### src/hw/rtl/linear_probe_hash_table_macros.svh
// Assertion macros shared by the hash table modules.
`ifndef LINEAR_PROBE_HASH_TABLE_MACROS_SVH
`define LINEAR_PROBE_HASH_TABLE_MACROS_SVH

// Same-cycle implication, sampled on clk and off while rst_n is low.
`define LPHT_ASSERT_IMP(lbl, ante, cons, msg) \
  lbl: assert property (@(posedge clk) disable iff (!rst_n) (ante) |-> (cons)) \
    else $error(msg);

// Next-cycle implication, sampled on clk and off while rst_n is low.
`define LPHT_ASSERT_NXT(lbl, ante, cons, msg) \
  lbl: assert property (@(posedge clk) disable iff (!rst_n) (ante) |=> (cons)) \
    else $error(msg);

`endif

### src/hw/rtl/lpht_pkg.sv
// Package with the constants, codes, control structs and hash fold of the hash table.
package lpht_pkg;

  // Parameter defaults.
  localparam int TABLE_SIZE_DEF = 64;
  localparam int KEY_WORDS_DEF  = 2;
  localparam int VALUE_BITS_DEF = 32;

  // Fixed port widths.
  localparam int CMD_BITS    = 2;
  localparam int KEY_BITS    = 32;
  localparam int VAL_BITS    = 32;
  localparam int STS_BITS    = 2;
  localparam int SLOT_BITS   = 6;
  localparam int HASH_BITS   = 32;

  // Command codes.
  localparam logic [CMD_BITS-1:0] CMD_INSERT = 2'd0;
  localparam logic [CMD_BITS-1:0] CMD_GET    = 2'd1;
  localparam logic [CMD_BITS-1:0] CMD_REMOVE = 2'd2;

  // Result status codes.
  localparam logic [STS_BITS-1:0] STS_OK        = 2'd0;
  localparam logic [STS_BITS-1:0] STS_NOT_FOUND = 2'd1;
  localparam logic [STS_BITS-1:0] STS_FULL      = 2'd2;

  // Commands from the controller to the datapath.
  typedef struct packed {
    logic                load;        // latch the item and its hash
    logic                clr_step;    // clear the entry at the pointer, advance
    logic                hash_step;   // one step of the home slot reduction
    logic                probe_init;  // pointer to the home slot
    logic                probe_step;  // read at the pointer, advance
    logic                mem_wr;      // write an entry: at the pointer while clearing, else the slot under test
    logic                wr_occ;      // occupied bit written
    logic                cnt_inc;
    logic                cnt_dec;
    logic                finish;      // register a result item
    logic [STS_BITS-1:0] res_status;
    logic                res_slot;    // result carries the slot under test
    logic                res_data;    // result carries the stored value
  } lpht_cmd_t;

  // Status from the datapath to the controller.
  typedef struct packed {
    logic                in_bad;      // incoming command code is unused
    logic                in_insert;   // incoming command is an insert
    logic                tbl_full;    // every slot is occupied
    logic                hash_done;   // home slot is ready
    logic [CMD_BITS-1:0] op;          // command of the item at work
    logic                rd_occ;      // slot under test is occupied
    logic                rd_match;    // slot under test holds the key
    logic                probe_last;  // every slot has been visited
    logic                clr_last;    // clearing pass is at the last entry
  } lpht_sts_t;

  // XOR fold of the sign-extended 16-bit key words; words above bit 31 read as zero.
  function automatic logic [HASH_BITS-1:0] hash_fold(input logic [KEY_BITS-1:0] key,
                                                     input int key_words);
    logic [63:0]           wide;
    logic [15:0]           w16;
    logic [HASH_BITS-1:0]  w;
    logic [HASH_BITS-1:0]  acc;
    wide = {32'd0, key};
    acc  = '0;
    for (int i = 0; i < 4; i++) begin
      if (i < key_words) begin
        w16 = wide[16*i +: 16];
        w   = {{16{w16[15]}}, w16};
        acc = acc ^ (HASH_BITS'(i) << 4) ^ (w << 8) ^ w;
      end
    end
    return acc;
  endfunction

endpackage

### src/hw/rtl/lpht_ctrl.sv
// Controller state machine that sequences clearing, hashing and probing of the table.
module lpht_ctrl (
  input  logic               clk,
  input  logic               rst_n,
  input  logic               start,
  output logic               busy,
  input  lpht_pkg::lpht_sts_t sts,
  output lpht_pkg::lpht_cmd_t cmd
);

`include "linear_probe_hash_table_macros.svh"

  typedef enum logic [4:0] {
    S_CLEAR = 5'b00001,
    S_IDLE  = 5'b00010,
    S_HASH  = 5'b00100,
    S_ISSUE = 5'b01000,
    S_PROBE = 5'b10000
  } state_t;

  state_t state_r, state_nxt;

  assign busy = (state_r != S_IDLE);

  // Next state and commands.
  always_comb begin
    state_nxt = state_r;
    cmd       = '0;
    unique case (state_r)
      S_CLEAR: begin
        cmd.clr_step = 1'b1;
        cmd.mem_wr   = 1'b1;
        if (sts.clr_last) begin
          state_nxt = S_IDLE;
        end
      end
      S_IDLE: begin
        if (start) begin
          priority if (sts.in_bad) begin
            cmd.finish     = 1'b1;
            cmd.res_status = lpht_pkg::STS_NOT_FOUND;
          end else if (sts.in_insert && sts.tbl_full) begin
            cmd.finish     = 1'b1;
            cmd.res_status = lpht_pkg::STS_FULL;
          end else begin
            cmd.load  = 1'b1;
            state_nxt = S_HASH;
          end
        end
      end
      S_HASH: begin
        cmd.hash_step = 1'b1;
        if (sts.hash_done) begin
          cmd.probe_init = 1'b1;
          state_nxt      = S_ISSUE;
        end
      end
      S_ISSUE: begin
        cmd.probe_step = 1'b1;
        state_nxt      = S_PROBE;
      end
      S_PROBE: begin
        // The slot whose entry was read last cycle is tested here.
        if (sts.op == lpht_pkg::CMD_INSERT) begin
          priority if (!sts.rd_occ) begin
            cmd.mem_wr     = 1'b1;
            cmd.wr_occ     = 1'b1;
            cmd.cnt_inc    = 1'b1;
            cmd.finish     = 1'b1;
            cmd.res_status = lpht_pkg::STS_OK;
            cmd.res_slot   = 1'b1;
            state_nxt      = S_IDLE;
          end else if (sts.probe_last) begin
            cmd.finish     = 1'b1;
            cmd.res_status = lpht_pkg::STS_FULL;
            state_nxt      = S_IDLE;
          end else begin
            cmd.probe_step = 1'b1;
          end
        end else begin
          priority if (!sts.rd_occ) begin
            cmd.finish     = 1'b1;
            cmd.res_status = lpht_pkg::STS_NOT_FOUND;
            state_nxt      = S_IDLE;
          end else if (sts.rd_match) begin
            cmd.finish     = 1'b1;
            cmd.res_status = lpht_pkg::STS_OK;
            cmd.res_slot   = 1'b1;
            cmd.res_data   = 1'b1;
            if (sts.op == lpht_pkg::CMD_REMOVE) begin
              cmd.mem_wr  = 1'b1;
              cmd.cnt_dec = 1'b1;
            end
            state_nxt = S_IDLE;
          end else if (sts.probe_last) begin
            cmd.finish     = 1'b1;
            cmd.res_status = lpht_pkg::STS_NOT_FOUND;
            state_nxt      = S_IDLE;
          end else begin
            cmd.probe_step = 1'b1;
          end
        end
      end
      default: begin
        state_nxt = S_IDLE;
      end
    endcase
  end

  // State register; reset starts the clearing pass.
  always_ff @(posedge clk) begin
    if (!rst_n) begin
      state_r <= S_CLEAR;
    end else begin
      state_r <= state_nxt;
    end
  end

  `LPHT_ASSERT_NXT(a_finish_idle, cmd.finish, state_r == S_IDLE, "result not followed by idle")
  `LPHT_ASSERT_IMP(a_load_idle, cmd.load, start && !busy, "item loaded without a start")
  `LPHT_ASSERT_IMP(a_wr_scope, cmd.mem_wr, state_r == S_CLEAR || state_r == S_PROBE,
                   "table written outside clearing or probing")

endmodule

### src/hw/rtl/lpht_dpath.sv
// Datapath of the hash table: slot memory, hash reduction, probe pointer and result registers.
module lpht_dpath #(
  parameter int TABLE_SIZE = lpht_pkg::TABLE_SIZE_DEF,
  parameter int KEY_WORDS  = lpht_pkg::KEY_WORDS_DEF,
  parameter int VALUE_BITS = lpht_pkg::VALUE_BITS_DEF
) (
  input  logic                               clk,
  input  logic                               rst_n,
  input  logic [lpht_pkg::CMD_BITS-1:0]      in_command,
  input  logic [lpht_pkg::KEY_BITS-1:0]      in_key,
  input  logic [lpht_pkg::VAL_BITS-1:0]      in_value,
  output logic                               out_valid,
  output logic [lpht_pkg::STS_BITS-1:0]      out_status,
  output logic [lpht_pkg::VAL_BITS-1:0]      out_data,
  output logic [lpht_pkg::SLOT_BITS-1:0]     out_slot,
  input  lpht_pkg::lpht_cmd_t                cmd,
  output lpht_pkg::lpht_sts_t                sts
);

`include "linear_probe_hash_table_macros.svh"

  localparam int IW         = $clog2(TABLE_SIZE);
  localparam int CW         = $clog2(TABLE_SIZE + 1);
  localparam int KB         = lpht_pkg::KEY_BITS;
  localparam int VB         = lpht_pkg::VAL_BITS;
  localparam int EW         = 1 + KB + VB;
  localparam bit IS_POW2    = ((TABLE_SIZE & (TABLE_SIZE - 1)) == 0);
  localparam logic [KB-1:0] KEY_MASK = (KEY_WORDS >= 2) ? {KB{1'b1}} : KB'(32'h0000_FFFF);
  localparam logic [VB-1:0] VALUE_MASK =
    (VALUE_BITS >= VB) ? {VB{1'b1}} : ((VB'(1) << VALUE_BITS) - VB'(1));
  localparam logic [IW-1:0] LAST_SLOT = IW'(TABLE_SIZE - 1);

  // Item at work.
  logic [lpht_pkg::CMD_BITS-1:0]  op_r;
  logic [KB-1:0]                  key_r;
  logic [VB-1:0]                  value_r;
  logic [lpht_pkg::HASH_BITS-1:0] hsh_r;

  // Probe control.
  logic [IW-1:0] ptr_r;
  logic [IW-1:0] slot_r;
  logic [CW-1:0] n_r;
  logic [CW-1:0] cnt_r;
  logic [IW-1:0] home;
  logic          hash_done;

  // Slot memory: occupied bit, key and value per entry.
  logic [EW-1:0] mem [TABLE_SIZE];
  logic [EW-1:0] rd_q;
  logic [EW-1:0] wr_data;
  logic [IW-1:0] wr_addr;
  logic          rd_occ;
  logic [KB-1:0] rd_key;
  logic [VB-1:0] rd_val;

  function automatic logic [IW-1:0] next_slot(input logic [IW-1:0] s);
    return (s == LAST_SLOT) ? '0 : s + IW'(1);
  endfunction

  assign {rd_occ, rd_key, rd_val} = rd_q;
  assign wr_addr = cmd.clr_step ? ptr_r : slot_r;
  assign wr_data = {cmd.wr_occ, key_r, value_r};

  always_ff @(posedge clk) begin
    if (cmd.mem_wr) begin
      mem[wr_addr] <= wr_data;
    end
    rd_q <= mem[ptr_r];
  end

  // Latch the item and the folded hash of its key.
  always_ff @(posedge clk) begin
    if (cmd.load) begin
      op_r    <= in_command;
      key_r   <= in_key & KEY_MASK;
      value_r <= in_value & VALUE_MASK;
      hsh_r   <= lpht_pkg::hash_fold(in_key & KEY_MASK, KEY_WORDS);
    end
  end

  // Reduction of the hash to a home slot.
  generate
    if (IS_POW2) begin : g_mask
      assign home      = hsh_r[IW-1:0];
      assign hash_done = 1'b1;
    end else begin : g_rem
      localparam int HB = lpht_pkg::HASH_BITS;
      localparam logic [HB-1:0] RECIP     = HB'((64'd1 << HB) / TABLE_SIZE);
      localparam logic [IW:0]   SIZE_W    = (IW + 1)'(TABLE_SIZE);
      localparam logic [1:0]    RED_STEPS = 2'd2;
      logic [2*HB-1:0] prod;
      logic [IW:0]     q_r;
      logic [IW:0]     qm;
      logic [IW:0]     rem_r;
      logic [1:0]      hph_r;

      // The reciprocal gives a quotient that is low by at most one.
      assign prod = (2*HB)'(hsh_r) * (2*HB)'(RECIP);
      // The remainder is below twice the size, so only the low bits of the product matter.
      assign qm   = q_r * SIZE_W;

      always_ff @(posedge clk) begin
        q_r   <= prod[HB +: (IW + 1)];
        rem_r <= hsh_r[IW:0] - qm;
      end

      // Two register stages after the load, then the final compare and subtract.
      always_ff @(posedge clk) begin
        if (!rst_n) begin
          hph_r <= '0;
        end else if (cmd.load) begin
          hph_r <= RED_STEPS;
        end else if (cmd.hash_step && (hph_r != '0)) begin
          hph_r <= hph_r - 2'd1;
        end
      end

      assign home      = (rem_r >= SIZE_W) ? IW'(rem_r - SIZE_W) : rem_r[IW-1:0];
      assign hash_done = (hph_r == '0);
    end
  endgenerate

  // Probe pointer, slot under test and visit count.
  always_ff @(posedge clk) begin
    if (!rst_n) begin
      ptr_r <= '0;
    end else if (cmd.probe_init) begin
      ptr_r <= home;
    end else if (cmd.clr_step || cmd.probe_step) begin
      ptr_r <= next_slot(ptr_r);
    end
  end

  always_ff @(posedge clk) begin
    if (cmd.probe_init) begin
      n_r <= '0;
    end else if (cmd.probe_step) begin
      n_r    <= n_r + CW'(1);
      slot_r <= ptr_r;
    end
  end

  // Number of occupied slots.
  always_ff @(posedge clk) begin
    if (!rst_n) begin
      cnt_r <= '0;
    end else if (cmd.cnt_inc) begin
      cnt_r <= cnt_r + CW'(1);
    end else if (cmd.cnt_dec && (cnt_r != '0)) begin
      cnt_r <= cnt_r - CW'(1);
    end
  end

  // Status toward the controller.
  always_comb begin
    sts            = '0;
    sts.in_bad     = (in_command != lpht_pkg::CMD_INSERT) &&
                     (in_command != lpht_pkg::CMD_GET) &&
                     (in_command != lpht_pkg::CMD_REMOVE);
    sts.in_insert  = (in_command == lpht_pkg::CMD_INSERT);
    sts.tbl_full   = (cnt_r == CW'(TABLE_SIZE));
    sts.hash_done  = hash_done;
    sts.op         = op_r;
    sts.rd_occ     = rd_occ;
    sts.rd_match   = (rd_key == key_r);
    sts.probe_last = (n_r == CW'(TABLE_SIZE));
    sts.clr_last   = (ptr_r == LAST_SLOT);
  end

  // Result item registers.
  always_ff @(posedge clk) begin
    if (!rst_n) begin
      out_valid <= 1'b0;
    end else begin
      out_valid <= cmd.finish;
    end
  end

  always_ff @(posedge clk) begin
    if (cmd.finish) begin
      out_status <= cmd.res_status;
      out_data   <= cmd.res_data ? rd_val : '0;
      out_slot   <= cmd.res_slot ? lpht_pkg::SLOT_BITS'(slot_r) : '0;
    end
  end

  `LPHT_ASSERT_IMP(a_fill_free, cmd.mem_wr && cmd.wr_occ, !rd_occ, "insert over an occupied slot")
  `LPHT_ASSERT_IMP(a_cnt_room, cmd.cnt_inc, cnt_r != CW'(TABLE_SIZE), "count past table size")
  `LPHT_ASSERT_IMP(a_rm_hit, cmd.cnt_dec, rd_occ && (rd_key == key_r), "remove without a match")

endmodule

### src/hw/rtl/linear_probe_hash_table.sv
// Top level of the linear probing key/value hash table.
// After the accepting edge busy stays high while the home slot is found and k slots are probed
// (k from 1 to TABLE_SIZE, one memory read each), and the result strobe follows in the next
// cycle; the home slot needs a remainder reduction when TABLE_SIZE is not a power of two.
// Unused commands and full-table inserts answer the next cycle with busy low; no stall.
// Reset starts a clearing pass over every slot that holds busy high.
module linear_probe_hash_table #(
  parameter int TABLE_SIZE = lpht_pkg::TABLE_SIZE_DEF,
  parameter int KEY_WORDS  = lpht_pkg::KEY_WORDS_DEF,
  parameter int VALUE_BITS = lpht_pkg::VALUE_BITS_DEF
) (
  input  logic                           clk,
  input  logic                           rst_n,
  input  logic                           start,
  output logic                           busy,
  input  logic [lpht_pkg::CMD_BITS-1:0]  in_command,
  input  logic [lpht_pkg::KEY_BITS-1:0]  in_key,
  input  logic [lpht_pkg::VAL_BITS-1:0]  in_value,
  output logic                           out_valid,
  output logic [lpht_pkg::STS_BITS-1:0]  out_status,
  output logic [lpht_pkg::VAL_BITS-1:0]  out_data,
  output logic [lpht_pkg::SLOT_BITS-1:0] out_slot
);

  lpht_pkg::lpht_cmd_t cmd;
  lpht_pkg::lpht_sts_t sts;

  // Sequencer.
  lpht_ctrl u_ctrl (
    .clk   (clk),
    .rst_n (rst_n),
    .start (start),
    .busy  (busy),
    .sts   (sts),
    .cmd   (cmd)
  );

  // Table storage and arithmetic.
  lpht_dpath #(
    .TABLE_SIZE (TABLE_SIZE),
    .KEY_WORDS  (KEY_WORDS),
    .VALUE_BITS (VALUE_BITS)
  ) u_dpath (
    .clk        (clk),
    .rst_n      (rst_n),
    .in_command (in_command),
    .in_key     (in_key),
    .in_value   (in_value),
    .out_valid  (out_valid),
    .out_status (out_status),
    .out_data   (out_data),
    .out_slot   (out_slot),
    .cmd        (cmd),
    .sts        (sts)
  );

endmodule
### config.mk
export PLATFORM = sky130hd
export DESIGN_NAME = linear_probe_hash_table
export DESIGN_NICKNAME = d
export VERILOG_FILES = /design/src/hw/rtl/lpht_pkg.sv /design/src/hw/rtl/lpht_ctrl.sv /design/src/hw/rtl/lpht_dpath.sv /design/src/hw/rtl/linear_probe_hash_table.sv
export VERILOG_INCLUDE_DIRS = /design/src /design/src/hw/rtl
export SDC_FILE = /design/constraint.sdc
export NUM_CORES = 2
export LEC_CHECK = 0
export ABC_AREA = 1
export BUFFER_PORTS_ARGS = -buffer_cell sky130_fd_sc_hd__buf_2
export CAP_MARGIN = 0
export CORE_MARGIN = 5
export CORE_UTILIZATION = 35
export DETAILED_ROUTE_END_ITERATION = 6
export PLACE_DENSITY = 0.61
export RECOVER_POWER = 25
export SYNTH_ARGS = -nofsm -noshare
export SYNTH_HDL_FRONTEND = slang
export SYNTH_HIERARCHICAL = 1
export SYNTH_MEMORY_MAX_BITS = 65536
export SYNTH_SLANG_ARGS = --single-unit
### constraint.sdc
create_clock -name clk -period 13 [get_ports clk]
set_clock_uncertainty 0.2 [all_clocks]
set_input_delay 1.95 -clock clk [delete_from_list [all_inputs] [get_ports clk]]
set_output_delay 1.95 -clock clk [all_outputs]
set_load 0.005 [all_outputs]
==> flow_metrics.env <==
export IMPL_critPathLaunchType="flop"
export IMPL_worst_slack_ps=3890
export IMPL_wl_per_cell_um=26.7
export IMPL_violations="max-capacitance violations, max-slew violations"
export IMPL_finalSetupViolations=0
export IMPL_min_delay_start="u_dpath/n_r[0]$_SDFFE_PP0P_"
export IMPL_drt_iter0_drc=15700
export IMPL_clk_path_buf_depth=4
export IMPL_holdWs_ps=298
export IMPL_clk_latency_ps=1040
export IMPL_die_w_um=720
export IMPL_cp_arrival_ps=9480
export IMPL_ioPinCount=111
export IMPL_worst_pin_slew_ps=3480
export IMPL_place_ws_ps=5670
export IMPL_cp_max_fo=65
export IMPL_finalHoldViolCount=0
export IMPL_clock_sinks=4369
export IMPL_antenna_found_initial=21
export IMPL_num_rows=260
export IMPL_grt_pass1_vias=106000
export IMPL_clkTransAtPathRegs_ps=60
export IMPL_power_share_clock_pct=32.8
export IMPL_grt_usage_pct=20.9
export IMPL_grt_max_degree=173
export IMPL_max_slew_margin_pct=-132
export IMPL_die_area_sq_um=518000
export IMPL_cts_resized=0
export IMPL_dp_hpwl_mm=284
export IMPL_min_path_type="flop to flop"
export IMPL_final_layout_size_suffix_gt1_share_pct=7.84
export IMPL_cp_data_required_time_ps=13370
export IMPL_initial_core_util_pct=35.1
export IMPL_p_switching_mw=12.4
export IMPL_viasPerCell=5.50
export IMPL_firstDrtPassIters=6
export IMPL_power_internal_mw=25.7
export IMPL_io_buffers=110
export IMPL_leakagePower_nw=67.2
export IMPL_core_area_sq_um=502000
export IMPL_syn_avg_cell_area_sq_um=12.5
export IMPL_max_freq_ghz=0.110
export IMPL_routed_top_layer="met5"
export IMPL_drc=0
export IMPL_cts_root_buffer="clkbuf_16"
export IMPL_synth_warnings=6
export IMPL_path_cells="clkbuf_1, xnor2_1, o2111ai_1, nor2_1, nand2_1, nor2_1, nand2_1, inv_1, nand3b_1, nor2_2, or3_1, nand3_1, nor2_4, buf_4, buf_4"
export IMPL_ant_nets=0
export IMPL_cts_tree="done"
export IMPL_r2r_start="u_dpath/key_r[0]$_DFFE_PP_"
export IMPL_grt_pass1_wl_mm=796
export IMPL_wl_met1_mm=221
export IMPL_crit_slowest_cell="clkbuf_1"
export IMPL_cts_inserted_buffers=434
export IMPL_fp_dieH_um=720
export IMPL_critPathKind="flop to flop"
export IMPL_power_frac_seq_pct=44.0
export IMPL_htreeDepth=5
export IMPL_p_comb_share_pct=23.2
export IMPL_finalMaxSlewViolations=2893
export IMPL_gp_congestion=0.804
export IMPL_end_kind="flop"
export IMPL_synthCells=14100
export IMPL_final_period_utilization_pct=70.1
export IMPL_max_cap_violations=44
export IMPL_status="complete, but fails checks"
export IMPL_syn_to_final_growth_pct=10.7
export IMPL_powerDensity_nw_per_um2=195
export IMPL_synthesis_area_sq_um=176000
export IMPL_vias=116000
export IMPL_post_cts_setup_buffers=0
export IMPL_tns_ps=0
export IMPL_grt_setup_unrepaired="false"
export IMPL_layout_min_cycle_time_ps=9110
export IMPL_netSwitchingFraction_pct=32.5
export IMPL_crit_path_start="u_dpath/key_r[0]$_DFFE_PP_"
export IMPL_drt_total_wl_mm=565
export IMPL_grt_overflow=0
export IMPL_wl_met3_mm=60.0
export IMPL_peakVddDrop_mv=0.135
export IMPL_cts_hold_buf=0
export IMPL_syn_nets=14200
export IMPL_final_net_count=14200
export IMPL_dr_wl_met2_mm=260
export IMPL_critical_path_max_stage_delay_ps=2130
through the flow:
step | std cells | util [%] | instance area [sq um] | power, mW
finish | 21200 | 38.9 | 195000 | 38.1
global route | 21200 | 38.9 | 195000 | 39.6
CTS | 21200 | 38.9 | 195000 | 38.2
detailed placement | 20300 | 36.1 | 181000 | 25.8
global placement | 20300 | 36.1 | 181000 | 25.8
floorplan | 14100 | - | 176000 | 23.4
cells in the final DEF, fill, tap and decap left out, drive strengths merged, types with 39 or more instances in the layout:
| cell type | instances |
|---|---|
| bufinv | 39 |
| edfxtp | 4278 |
| dfxtp | 91 |
| clkbuf | 610 |
| nand2 | 4595 |
| inv | 105 |
| nand3 | 3923 |
| buf | 391 |
| clkinv | 180 |
| nor2 | 112 |
worst max-delay path: cells and delay by family, from the launching register on:
| kind | cells | cell delay, ps |
|---|---|---|
| flops | 1 | 320 |
| xor+xnor | 1 | 250 |
| buf+inv | 4 | 3590 |
| simple gates | 9 | 3640 |
| compound gates | 1 | 500 |
power by group through the flow:
stage / clock [mW] / sequential [mW] / combinational, mW
finish: 12.5 / 16.8 / 8.84
global route: 13.2 / 16.8 / 9.55
CTS: 12.6 / 16.8 / 8.77
detailed placement: 0 / 17.1 / 8.74
global placement: 0 / 17.0 / 8.71
floorplan: 0 / 17.0 / 6.37
sequential cells by signal, summed over array words and instances (netlist names):
register	flops
u_dpath/out_valid	1
u_dpath/cnt_r	7
u_dpath/key_r	32
u_dpath/hsh_r	6
u_dpath/ptr_r	6
u_dpath/n_r	7
u_dpath/out_slot	6
u_dpath/slot_r	6
u_dpath/out_data	32
u_dpath/op_r	2
u_dpath/rd_q	65
u_ctrl/state_r	5
u_dpath/out_status	2
u_dpath/value_r	32
u_dpath/mem	4160
layout make-up:
type | count | area (sq um)
flip-flops and latches | 4369 | 130000
repair buffers | 439 | 3050
diodes | 6 | 15.0
clock inverters | 243 | 2380
well taps | 6681 | 8360
inverters | 96 | 433
clock buffers | 562 | 11700
multi-input cells | 8761 | 38900
fillers | 47000 | 307000
metal layers:
metal  track usage, %  vias up
met1             29.0    58100
met3             3.40     1199
met5                0        -
met2             33.1     6824
met4             7.95       10
li1                 -    50300
worst paths after layout:
kind | to | slack, ps | cells after the start
setup / recovery | u_dpath/mem[53][13]$_DFFE_PP_ | 3890 | 15
hold / removal | u_dpath/n_r[0]$_SDFFE_PP0P_ | 300 | 2
setup reg to reg | u_dpath/mem[53][13]$_DFFE_PP_ | 3890 | 15
hold reg to reg | u_dpath/n_r[0]$_SDFFE_PP0P_ | 300 | 2
Power figures use the tool's default switching activity.
